<file path="config.mk">
export PLATFORM = sky130hd
export DESIGN_NAME = sab_probe_unit
export DESIGN_NICKNAME = d
export VERILOG_FILES = /design/src/rtl/sab_pkg.sv /design/src/rtl/sab_probe_unit.sv
export SDC_FILE = /design/constraint.sdc
export NUM_CORES = 1
export LEC_CHECK = 0
export BUFFER_PORTS_ARGS = -buffer_cell sky130_fd_sc_hd__buf_4
export CAP_MARGIN = 30
export CORE_UTILIZATION = 49
export DETAILED_ROUTE_END_ITERATION = 12
export GPL_ROUTABILITY_DRIVEN = 0
export GPL_TIMING_DRIVEN = 0
export PLACE_DENSITY = 0.87
export SETUP_SLACK_MARGIN = 0.02
export SLEW_MARGIN = 30
export SYNTH_ARGS = -nofsm -noshare
export SYNTH_HDL_FRONTEND = slang
export SYNTH_SLANG_ARGS = --single-unit
</file>
<file path="constraint.sdc">
create_clock -name vclk -period 7.24
set_clock_uncertainty 0.2 [all_clocks]
set_input_delay 0.362 -clock vclk [all_inputs]
set_output_delay 0.362 -clock vclk [all_outputs]
set_load 0.02 [all_outputs]
</file>
<file path="src/rtl/sab_pkg.sv">
`default_nettype none
// ----------------------------------------------------------------------------
// sab_pkg
// Shared widths, command codes and probe result type for the sorted array
// binary search core.
// ----------------------------------------------------------------------------
package sab_pkg;

    localparam int POS_W   = 8;   // store position field
    localparam int DATA_W  = 32;  // entry and key width
    localparam int NUSED_W = 9;   // n_used register width
    localparam int PCNT_W  = 4;   // probe count field

    localparam logic [PCNT_W-1:0] PCNT_MAX = {PCNT_W{1'b1}};

    typedef enum logic {
        CMD_WRITE  = 1'b0,
        CMD_SEARCH = 1'b1
    } t_cmd;

    // Outcome of one probe compare
    typedef struct packed {
        logic hit;    // entry equals key
        logic below;  // entry less than key (signed)
        logic empty;  // range is empty after the bound update
    } t_probe;

endpackage : sab_pkg
`default_nettype wire

</file>
<file path="src/rtl/sab_probe_unit.sv">
`default_nettype none
// ----------------------------------------------------------------------------
// sab_probe_unit
// Shared probe datapath: midpoint of the live range, signed compare of the
// probed entry with the key and the next range bounds.
// The range is held as [lo, hi_ex) with hi_ex one past the last position.
// ----------------------------------------------------------------------------
module sab_probe_unit #(
    parameter int CW = 9
) (
    input  wire logic [CW-1:0]                      i_lo,
    input  wire logic [CW-1:0]                      i_hi_ex,
    input  wire logic signed [sab_pkg::DATA_W-1:0]  i_entry,
    input  wire logic signed [sab_pkg::DATA_W-1:0]  i_key,
    input  wire logic [CW-1:0]                      i_mid_q,
    output logic [CW-1:0]                           o_mid,
    output logic [CW-1:0]                           o_n_lo,
    output logic [CW-1:0]                           o_n_hi_ex,
    output sab_pkg::t_probe                         o_probe
);

    logic [CW:0] sum;

    // floor((lo + hi) / 2) with hi = hi_ex - 1; hi_ex >= 1 while probing
    always_comb begin
        sum   = {1'b0, i_lo} + {1'b0, i_hi_ex} - {{CW{1'b0}}, 1'b1};
        o_mid = sum[CW:1];
    end

    always_comb begin
        o_probe.hit   = (i_entry == i_key);
        o_probe.below = (i_entry < i_key);
        o_n_lo        = i_lo;
        o_n_hi_ex     = i_hi_ex;
        if (o_probe.below) begin
            o_n_lo = i_mid_q + {{(CW-1){1'b0}}, 1'b1};
        end else begin
            o_n_hi_ex = i_mid_q;
        end
        o_probe.empty = (o_n_lo >= o_n_hi_ex);
    end

endmodule : sab_probe_unit
`default_nettype wire

</file>
Word level (Yosys, flattened, before mapping):

Index checks and enable logic that the tools add are counted.

* add/sub/neg operators: 3
* $lt $le $gt $ge: 2
* equal/unequal tests: 1
* multiplexer cells: 2

Operator list (number)
* equality test 32 bit: 1
* less-than comparator 32 bit: 1
* two-way mux 9 bit: 2
* adder 9 x 9 -> 10 bit: 1
* subtractor 10 x 1 -> 10 bit (second input constant): 1
* adder 9 x 1 -> 9 bit (second input constant): 1
* greater-or-equal comparator 9 bit: 1

* flip-flop bits (word level): 0
* output and inout port bits: 30
* logic and storage cells: 8

Logic depth before layout (Yosys ltp):

Gate-level depths: netlist of run 1.

* depth after elaboration: 3
* mapped depth: 19
* mapped depth without buffers: 17

Worst setup path after synthesis of run 1:

Ideal clock, no wire load.

* kind: in2out
* from: in i_key[17] (netlist bit)
* to: out o_probe[0] (netlist bit)
* data arrival time: 3689 ps
* required time: 6678 ps
* slack: 2989 ps
* stages: 17
* cells stage by stage: inv_1 ha_1 a21o_1 a221o_1 a211oi_2 o31ai_1 o31ai_1 buf_6 mux2_1 ha_1 nand2b_1 a21o_1 a21oi_1 nor2b_1 o21ai_0 a21oi_1 o41a_1

RTL lines
* start: declaration: line sab_probe_unit.sv:14 `input wire logic signed [sab_pkg::DATA_W-1:0] i_key,`
* end: declaration: line sab_probe_unit.sv:19 `output sab_pkg::t_probe o_probe`

==> impl_metrics.toml, run 1 <==
[drt]
viasPerCell = 5.13
drc = 0
drtAntennaViolNets = 0
drt_wl_total_um = 5130
vias = 2191
routedWlPerCell_um = 12.0
dr.pass1.iters = 4
drt_iter0_drc = 63

[synthesis]
syn-cell-area_sq_mm = 0.00195
ys_types = 36
synth.avg_cell_area_sq_um = 7.57
syn_inst = 258
synth_area_leaders = "ha_1 37%, inv_1 13%, mux2i_1 8.2%"
yosys.area.top_type_share_pct = 37.2
synth_top_area_cell = "ha_1"
synth_warnings = 0
synth_seq_area_share_pct = 0
syn_nets = 408

[layout]
layout-drive-gt1-share_pct = 35.9
layout_commonest_cell = "buf_4"
nFlopsAndLatches = 0
nNetsFinal = 531
seqCellArea_sq_um = 0
diodes = 0
final_cell_mix = "122 x buf_4, 70 x inv_1, 58 x ha_1"
final_util_pct = 78.0
syn2layout_area_growth_pct = 49.6
fin_cells = 427
clock_buffers = 0

[critical_path]
crit_type = "in2out"
path_max_fanout = 10
critPathRequiredTime_ns = 6.68
cp-end-kind = "output port"
slowest_delay_ns = 0.40
cp_top_family = "compound AO/OA/AOI/OAI gates"
path_buf_inv = 3
worst_path_max_delay_cell = "nor4_1"
path_cells = "buf_4, ha_1, nand4_1, nor4_1, o21ai_0, a31oi_1, o31ai_2, o31ai_1, buf_6, mux2_1, ha_1, nand2b_1, a21o_1, a21oi_1, nor2b_1, o21ai_0, a21oi_1, o41a_1, buf_4"
start_kind = "input pin"
worst_ep_arrival_time_ns = 4.07

[clock_tree]
cts_hold_buf = 0
ctsResizeCount = 0
cts_setup_buffers = 0

[pwr]
power_density_mw_per_mm2 = 101
peakVddDrop_mv = 0.0554
p_leak_nw = 1.78
power_mw = 0.295

[job]
max_cap_violations = 0

[sta]
setup_viol = 0
hold_slack_ns = 0.858
tightest_slew_ns = 0.359
rsz0062_at_grt = "no"
fin_crit_ns = 4.63
finalCritPeriodShare_pct = 64.0
hold_viol_final = 0
tns_ns = 0
maxSlewHeadroom_pct = 75.9
slew_violations = 0
max_freq_ghz = 0.216

[floorplan]
die_y_um = 65.1
die_area_sq_mm = 0.00424
coreArea_sq_mm = 0.00374
pin_count = 121
start_util_pct = 52.1
num_rows = 22
die_x_um = 65.1

[status]
status = "complete, no violations"

[place]
post-dp-hpwl_um = 4720
placed_cells = 427
port_buffers = 121

[global_route]
grt_pass1_vias = 2183
grt_use_total_pct = 24.8
grt_pass1_wl_um = 8600
antenna_found_initial = 0
grt_overflow = 0
grt_max_degree = 11

[worst_hold_path]
hold_path.class = "in2out"
## path summary, 6_finish.rpt
| kind | cells past startpoint | startpoint | to | slack [ns] |
|---|---|---|---|---|
| hold / removal | 3 | i_lo[0] | o_n_lo[0] | 0.86 |
| setup / recovery | 19 | i_entry[14] | o_probe[0] | 2.61 |
## Yosys cell counts (2+ instances only)
master    number
a21o_1         5
a21oi_1       19
and3_1         3
buf_6          2
ha_1          58
inv_1         70
mux2_1         3
mux2_2         5
mux2_4         3
mux2i_1       16
nand2_1        8
nand3_1       11
nand4_1        6
nor2_1         6
nor2b_1        2
o21ai_0        7
o21bai_1       2
o31ai_1        2
xnor2_1        7
xor2_1         7
## power by group
part / internal [mW] / leakage [nW] / switching (mW)
registers: 0 / 0 / 0
clock network: 0 / 0 / 0
logic: 0.147 / 1.78 / 0.148
## logic make-up (layout without fill, tap and decap cells)
family                   after synthesis  count (layout)  share of synthesized area [%]
buffers and inverters                 73             194                           15.0
AND/OR/NAND/NOR                       43              43                           11.7
AO/OA/AOI/OAI                         42              42                           13.7
adder cells (fa/ha/maj)               59              59                           38.2
multiplexers                          27              27                           15.1
XOR/XNOR                              14              14                           6.28
## per-layer routing
metal  global-route usage, %  wire length, um  vias up
met3                    2.43              319        4
met4                    3.26               50        0
met1                    27.2             2080      984
met2                    51.2             2680       83
li1                        -                -     1120
met5                       0                0        -
## stage by stage
| step | cell area (sq um) | worst slack, ns |
|---|---|---|
| after detailed placement | 2920 | 2.59 |
| after global routing | 2920 | 2.33 |
| after global placement | 2920 | 2.64 |
| after CTS | 2920 | 2.57 |
| final | 2920 | 2.61 |
| after floorplan | 1950 | 2.99 |
## final cells by class
| cell class | instances | area [sq um] |
|---|---|---|
| tap | 48 | 60.1 |
| multi-input combinational | 185 | 1660 |
| buffer | 3 | 30.0 |
| timing repair buffer | 121 | 908 |
| fill | 291 | 823 |
| inverter | 70 | 263 |
Note: power is estimated with default switching activity, not from simulation.
==> inputs of run 2 (changes only) <==
--- a/config.mk
+++ b/config.mk
@@ -7,11 +7,11 @@
 export LEC_CHECK = 0
 export BUFFER_PORTS_ARGS = -buffer_cell sky130_fd_sc_hd__buf_4
 export CAP_MARGIN = 30
-export CORE_UTILIZATION = 49
+export CORE_UTILIZATION = 46
 export DETAILED_ROUTE_END_ITERATION = 12
 export GPL_ROUTABILITY_DRIVEN = 0
 export GPL_TIMING_DRIVEN = 0
-export PLACE_DENSITY = 0.87
+export PLACE_DENSITY = 0.82
 export SETUP_SLACK_MARGIN = 0.02
 export SLEW_MARGIN = 30
 export SYNTH_ARGS = -nofsm -noshare
==> constraint.sdc (replaced) <==
create_clock -name vclk -period 4.6
set_clock_uncertainty 0.2 [all_clocks]
set_input_delay 0.23 -clock vclk [all_inputs]
set_output_delay 0.23 -clock vclk [all_outputs]
set_load 0.02 [all_outputs]
==> impl_metrics.toml, run 2 (synthesized netlist as in run 1, its figures left out) <==
[layout]
multiInputGateArea_sq_mm = 0.00167
clock_buffers = 0
syn2layout_area_growth_pct = 51.6
diodes = 0
final_cell_mix = "126 x buf_4, 70 x inv_1, 58 x ha_1"
layout_commonest_cell = "buf_4"
final_util_pct = 73.4
nNetsFinal = 535
seqCellArea_sq_um = 0
layout-drive-gt1-share_pct = 36.8
nFillCells = 319
nFlopsAndLatches = 0
final_cell_area_sq_mm = 0.00296

[floorplan]
coreArea_sq_mm = 0.00403
pin_count = 121
start_util_pct = 48.4
num_rows = 23
die_x_um = 67.1
die_y_um = 67.1
die_area_sq_mm = 0.00451

[place]
dpl_cell_area_sq_mm = 0.00292
port_buffers = 121
post-dp-hpwl_um = 4640

[drt]
highest_layer = "met4"
drtAntennaViolNets = 0
drc = 0
routedWlPerCell_um = 11.8
dr.pass1.iters = 4
met1_length_um = 2100
wl_met2_um = 2660
drt_iter0_drc = 86
vias = 2197
drt_wl_total_um = 5110
viasPerCell = 5.07
dr_wl_met3_um = 328

[critical_path]
path_max_fanout = 10
crit_type = "in2out"
start_kind = "input pin"
worst_path_max_delay_cell = "a221o_1"
critPathRequiredTime_ns = 4.17
worst_ep_arrival_time_ns = 3.92
cp_top_family = "compound AO/OA/AOI/OAI gates"
slowest_delay_ns = 0.33
path_cells = "buf_4, ha_1, a21o_1, a221o_1, a211oi_2, o31ai_1, o31ai_1, buf_6, buf_6, mux2i_1, ha_1, nand2b_1, a21o_1, a21oi_1, nor2b_1, o21ai_1, a21oi_1, o41a_1, buf_4"
path_buf_inv = 4
cp-end-kind = "output port"

[status]
status = "complete, no violations"

[global_route]
grt_overflow = 0
grt_max_degree = 11
grt_pass1_wl_um = 7980
grt_use_total_pct = 22.0
grt_pass1_vias = 1962
antenna_found_initial = 0

[worst_hold_path]
min_path_cells = 3
holdPathEnd = "o_n_hi_ex[3]"
hold_path.class = "in2out"
min_from = "i_hi_ex[3]"

[sta]
tns_ns = 0
finalCritPeriodShare_pct = 94.5
slew_violations = 0
hold_viol_final = 0
maxSlewHeadroom_pct = 76.6
setup_viol = 0
rsz0062_at_grt = "no"
max_freq_ghz = 0.230
hold_slack_ns = 0.609
fin_crit_ns = 4.35
tightest_slew_ns = 0.348

[job]
max_cap_violations = 0

[pwr]
p_leak_nw = 1.80
peakVddDrop_mv = 0.0666
power_density_mw_per_mm2 = 161
power_mw = 0.476
-- run 2: through the flow --
| stage | setup slack (ns) | instances |
|---|---|---|
| finish | 0.253 | 433 |
| global route | 0.0165 | 433 |
| CTS | 0.0288 | 429 |
| detailed placement | 0.0552 | 429 |
| global placement | 0.169 | 429 |
| floorplan | 0.613 | 258 |
-- run 2: metal layers --
metal / GRT usage (%) / up-vias
met5: 0 / -
li1: - / 1130
met4: 1.06 / 0
met2: 43.5 / 88
met1: 26.6 / 977
met3: 1.35 / 2
-- run 2: where the power goes --
part / internal (mW) / switching, mW
sequential: 0 / 0
combinational: 0.239 / 0.237
clock: 0 / 0
-- run 2: what timing repair did --
item	4_1_cts	5_1_grt
hold buffers	0	0
setup buffers	0	4
gates resized for setup	0	2
setup endpoints to repair	0	1
-- run 2: how the worst max path moves through the flow --
stage                       endpoint  slack, ns   startpoint  depth (start not counted)
after floorplan           o_probe[0]       0.61    i_key[17]                         17
after global placement    o_probe[0]       0.17  i_entry[14]                         20
after detailed placement  o_probe[0]       0.06  i_entry[14]                         20
after CTS                 o_probe[0]       0.03  i_entry[14]                         20
after global routing      o_probe[0]       0.02  i_entry[17]                         19
final                     o_probe[0]       0.25  i_entry[17]                         19
-- run 2: cell type report --
type                       instances  share of cell area (%)
multi-input combinational        185                    56.3
tap                               50                    2.11
inverter                          70                    8.88
buffer                             3                    1.01
timing repair buffer             125                    31.7
==> inputs of run 3 (changes only) <==
--- a/config.mk
+++ b/config.mk
@@ -5,9 +5,10 @@
 export SDC_FILE = /design/constraint.sdc
 export NUM_CORES = 1
 export LEC_CHECK = 0
-export BUFFER_PORTS_ARGS = -buffer_cell sky130_fd_sc_hd__buf_4
+export ABC_AREA = 1
+export BUFFER_PORTS_ARGS = -buffer_cell sky130_fd_sc_hd__buf_2
 export CAP_MARGIN = 30
-export CORE_UTILIZATION = 46
+export CORE_UTILIZATION = 48
 export DETAILED_ROUTE_END_ITERATION = 12
 export GPL_ROUTABILITY_DRIVEN = 0
 export GPL_TIMING_DRIVEN = 0
==> impl_metrics.toml, run 3 <==
[clock_tree]
cts_setup_buffers = 0
ctsResizeCount = 0
cts_hold_buf = 0

[pwr]
power_density_mw_per_mm2 = 169
clock_power_share_pct = 0
p_switching_mw = 0.300
p_leak_nw = 1.99
internal_power_mw = 0.198
switching_share_pct = 60.2
peakVddDrop_mv = 0.101
p_seq_share_pct = 0
p_comb_share_pct = 100.0

[sta]
tightest_slew_ns = 0.421
hold_slack_ns = 0.617
max_freq_ghz = 0.304
slew_violations = 0
fin_crit_ns = 3.29
tns_ns = 0
maxSlewHeadroom_pct = 71.6
rsz0062_at_grt = "no"
hold_viol_final = 0
finalCritPeriodShare_pct = 71.5
setup_viol = 0

[place]
port_buffers = 121
post-dp-hpwl_um = 5290

[synthesis]
syn_inst = 380
synth_top_area_cell = "ha_1"
yosysMostFrequentCell = "inv_1"
synth_warnings = 0
ys_types = 26
syn_nets = 530
synth_top_cells_by_count = "94 x inv_1, 76 x nand2_1, 58 x ha_1"
yosys.area.top_type_share_pct = 31.8
synth_area_leaders = "ha_1 32%, inv_1 15%, nand3_1 13%"
synth.avg_cell_area_sq_um = 6.00
synth_seq_area_share_pct = 0
syn-cell-area_sq_mm = 0.00228

[global_route]
grt_max_degree = 11
grt_pass1_wl_um = 10100
grt_use_total_pct = 23.5
grt_overflow = 0
grt_pass1_vias = 2551
antenna_found_initial = 0

[floorplan]
die_x_um = 70.9
die_y_um = 70.9
start_util_pct = 51.3
num_rows = 24
coreArea_sq_mm = 0.00444
pin_count = 121
die_area_sq_mm = 0.00503

[worst_hold_path]
min_path_cells = 4
min_from = "i_hi_ex[6]"
hold_path.class = "in2out"
holdPathEnd = "o_n_hi_ex[6]"

[critical_path]
worst_ep_arrival_time_ns = 2.86
crit_type = "in2out"
path_buf_inv = 4
start_kind = "input pin"
slowest_delay_ns = 0.36
cp-end-kind = "output port"
critical_path_depth = 18
path_max_fanout = 10
cp_top_family = "simple AND/OR/NAND/NOR gates"
critPathRequiredTime_ns = 4.17
worst_path_max_delay_cell = "ha_1"
path_cells = "buf_2, ha_1, nand2_1, inv_1, nor2_2, o21a_1, nand2_1, a21oi_4, nand3_2, buf_4, nand3_1, nand2_1, ha_1, nand2_1, nor2_1, nand2_1, o2111ai_1, buf_2"
worst_path_most_repeated_cell = "nand2_1"

[layout]
layout-drive-gt1-share_pct = 28.1
final_util_pct = 66.4
final_cell_mix = "123 x buf_2, 94 x inv_1, 76 x nand2_1"
clock_buffers = 0
seqCellArea_sq_um = 0
nNetsFinal = 653
syn2layout_area_growth_pct = 29.4
nFlopsAndLatches = 0
diodes = 0
layout_commonest_cell = "buf_2"

[drt]
vias = 2735
drt_iter0_drc = 99
dr.pass1.iters = 6
viasPerCell = 4.95
drt_wl_total_um = 5770
drc = 0
drtAntennaViolNets = 0
routedWlPerCell_um = 10.4

[status]
status = "complete, no violations"

[job]
max_cap_violations = 0
==> run 3: cell count changes in the layout (fill, tap and decap cells not counted), moves of 9 or more <==
cell,delta
buf_2,+123
inv_1,+24
mux2i_1,-16
buf_4,-124
nand3_1,+46
nor2_1,+9
nand2_1,+68
==> run 3: worst min-delay path: cells and delay by family <==
kind	cells	cell delay, ns
simple gates	2	0.11
buf+inv	2	0.24
==> run 3: cell families (layout without fill, tap and decap cells) <==
| kind of cell | count (synthesis) | in the layout | share of synthesized area [%] |
|---|---|---|---|
| AND/OR/NAND/NOR | 169 | 169 | 34.1 |
| buffers and inverters | 102 | 223 | 18.6 |
| AO/OA/AOI/OAI | 36 | 36 | 9.22 |
| adder cells (fa/ha/maj) | 59 | 59 | 32.7 |
| XOR/XNOR | 14 | 14 | 5.38 |
==> run 3: how the worst max path moves through the flow <==
stage	start	end	slack (ns)
after global routing	i_entry[31]	o_probe[0]	1.00
after global placement	i_entry[31]	o_probe[0]	1.34
after detailed placement	i_entry[31]	o_probe[0]	1.31
after floorplan	i_key[31]	o_probe[0]	1.47
final	i_entry[31]	o_probe[0]	1.31
after CTS	i_entry[31]	o_probe[0]	1.31
==> run 3: final cells by class <==
type	instances	area (sq um)
Timing Repair Buffer	121	606
Inverter	94	353
Tap cell	52	65.1
Buffer	8	70.1
Fill cell	421	1490
Multi-Input combinational cell	278	1860
==> run 3: power by group through the flow <==
stage               registers, mW  clock network (mW)  logic [mW]
floorplan                       0                   0       0.345
global placement                0                   0       0.487
detailed placement              0                   0       0.497
CTS                             0                   0       0.499
global route                    0                   0       0.565
finish                          0                   0       0.498
==> run 3: stage by stage <==
step | std cells | setup WS, ns | power (mW) | cell area [sq um]
5_1_grt | 553 | 1.00 | 0.565 | 2950
2_1_floorplan | 380 | 1.47 | 0.345 | 2280
3_5_place_dp | 553 | 1.31 | 0.497 | 2950
6_report | 553 | 1.31 | 0.498 | 2950
4_1_cts | 553 | 1.31 | 0.499 | 2950
3_3_place_gp | 553 | 1.34 | 0.487 | 2950
==> run 3: metal layers <==
layer | wire, um | global-route usage, % | vias up
met2 | 2730 | 43.8 | 107
met1 | 2600 | 30.4 | 1157
li1 | - | - | 1461
met4 | 78 | 3.78 | 0
met5 | 0 | 0 | -
met3 | 360 | 1.14 | 10
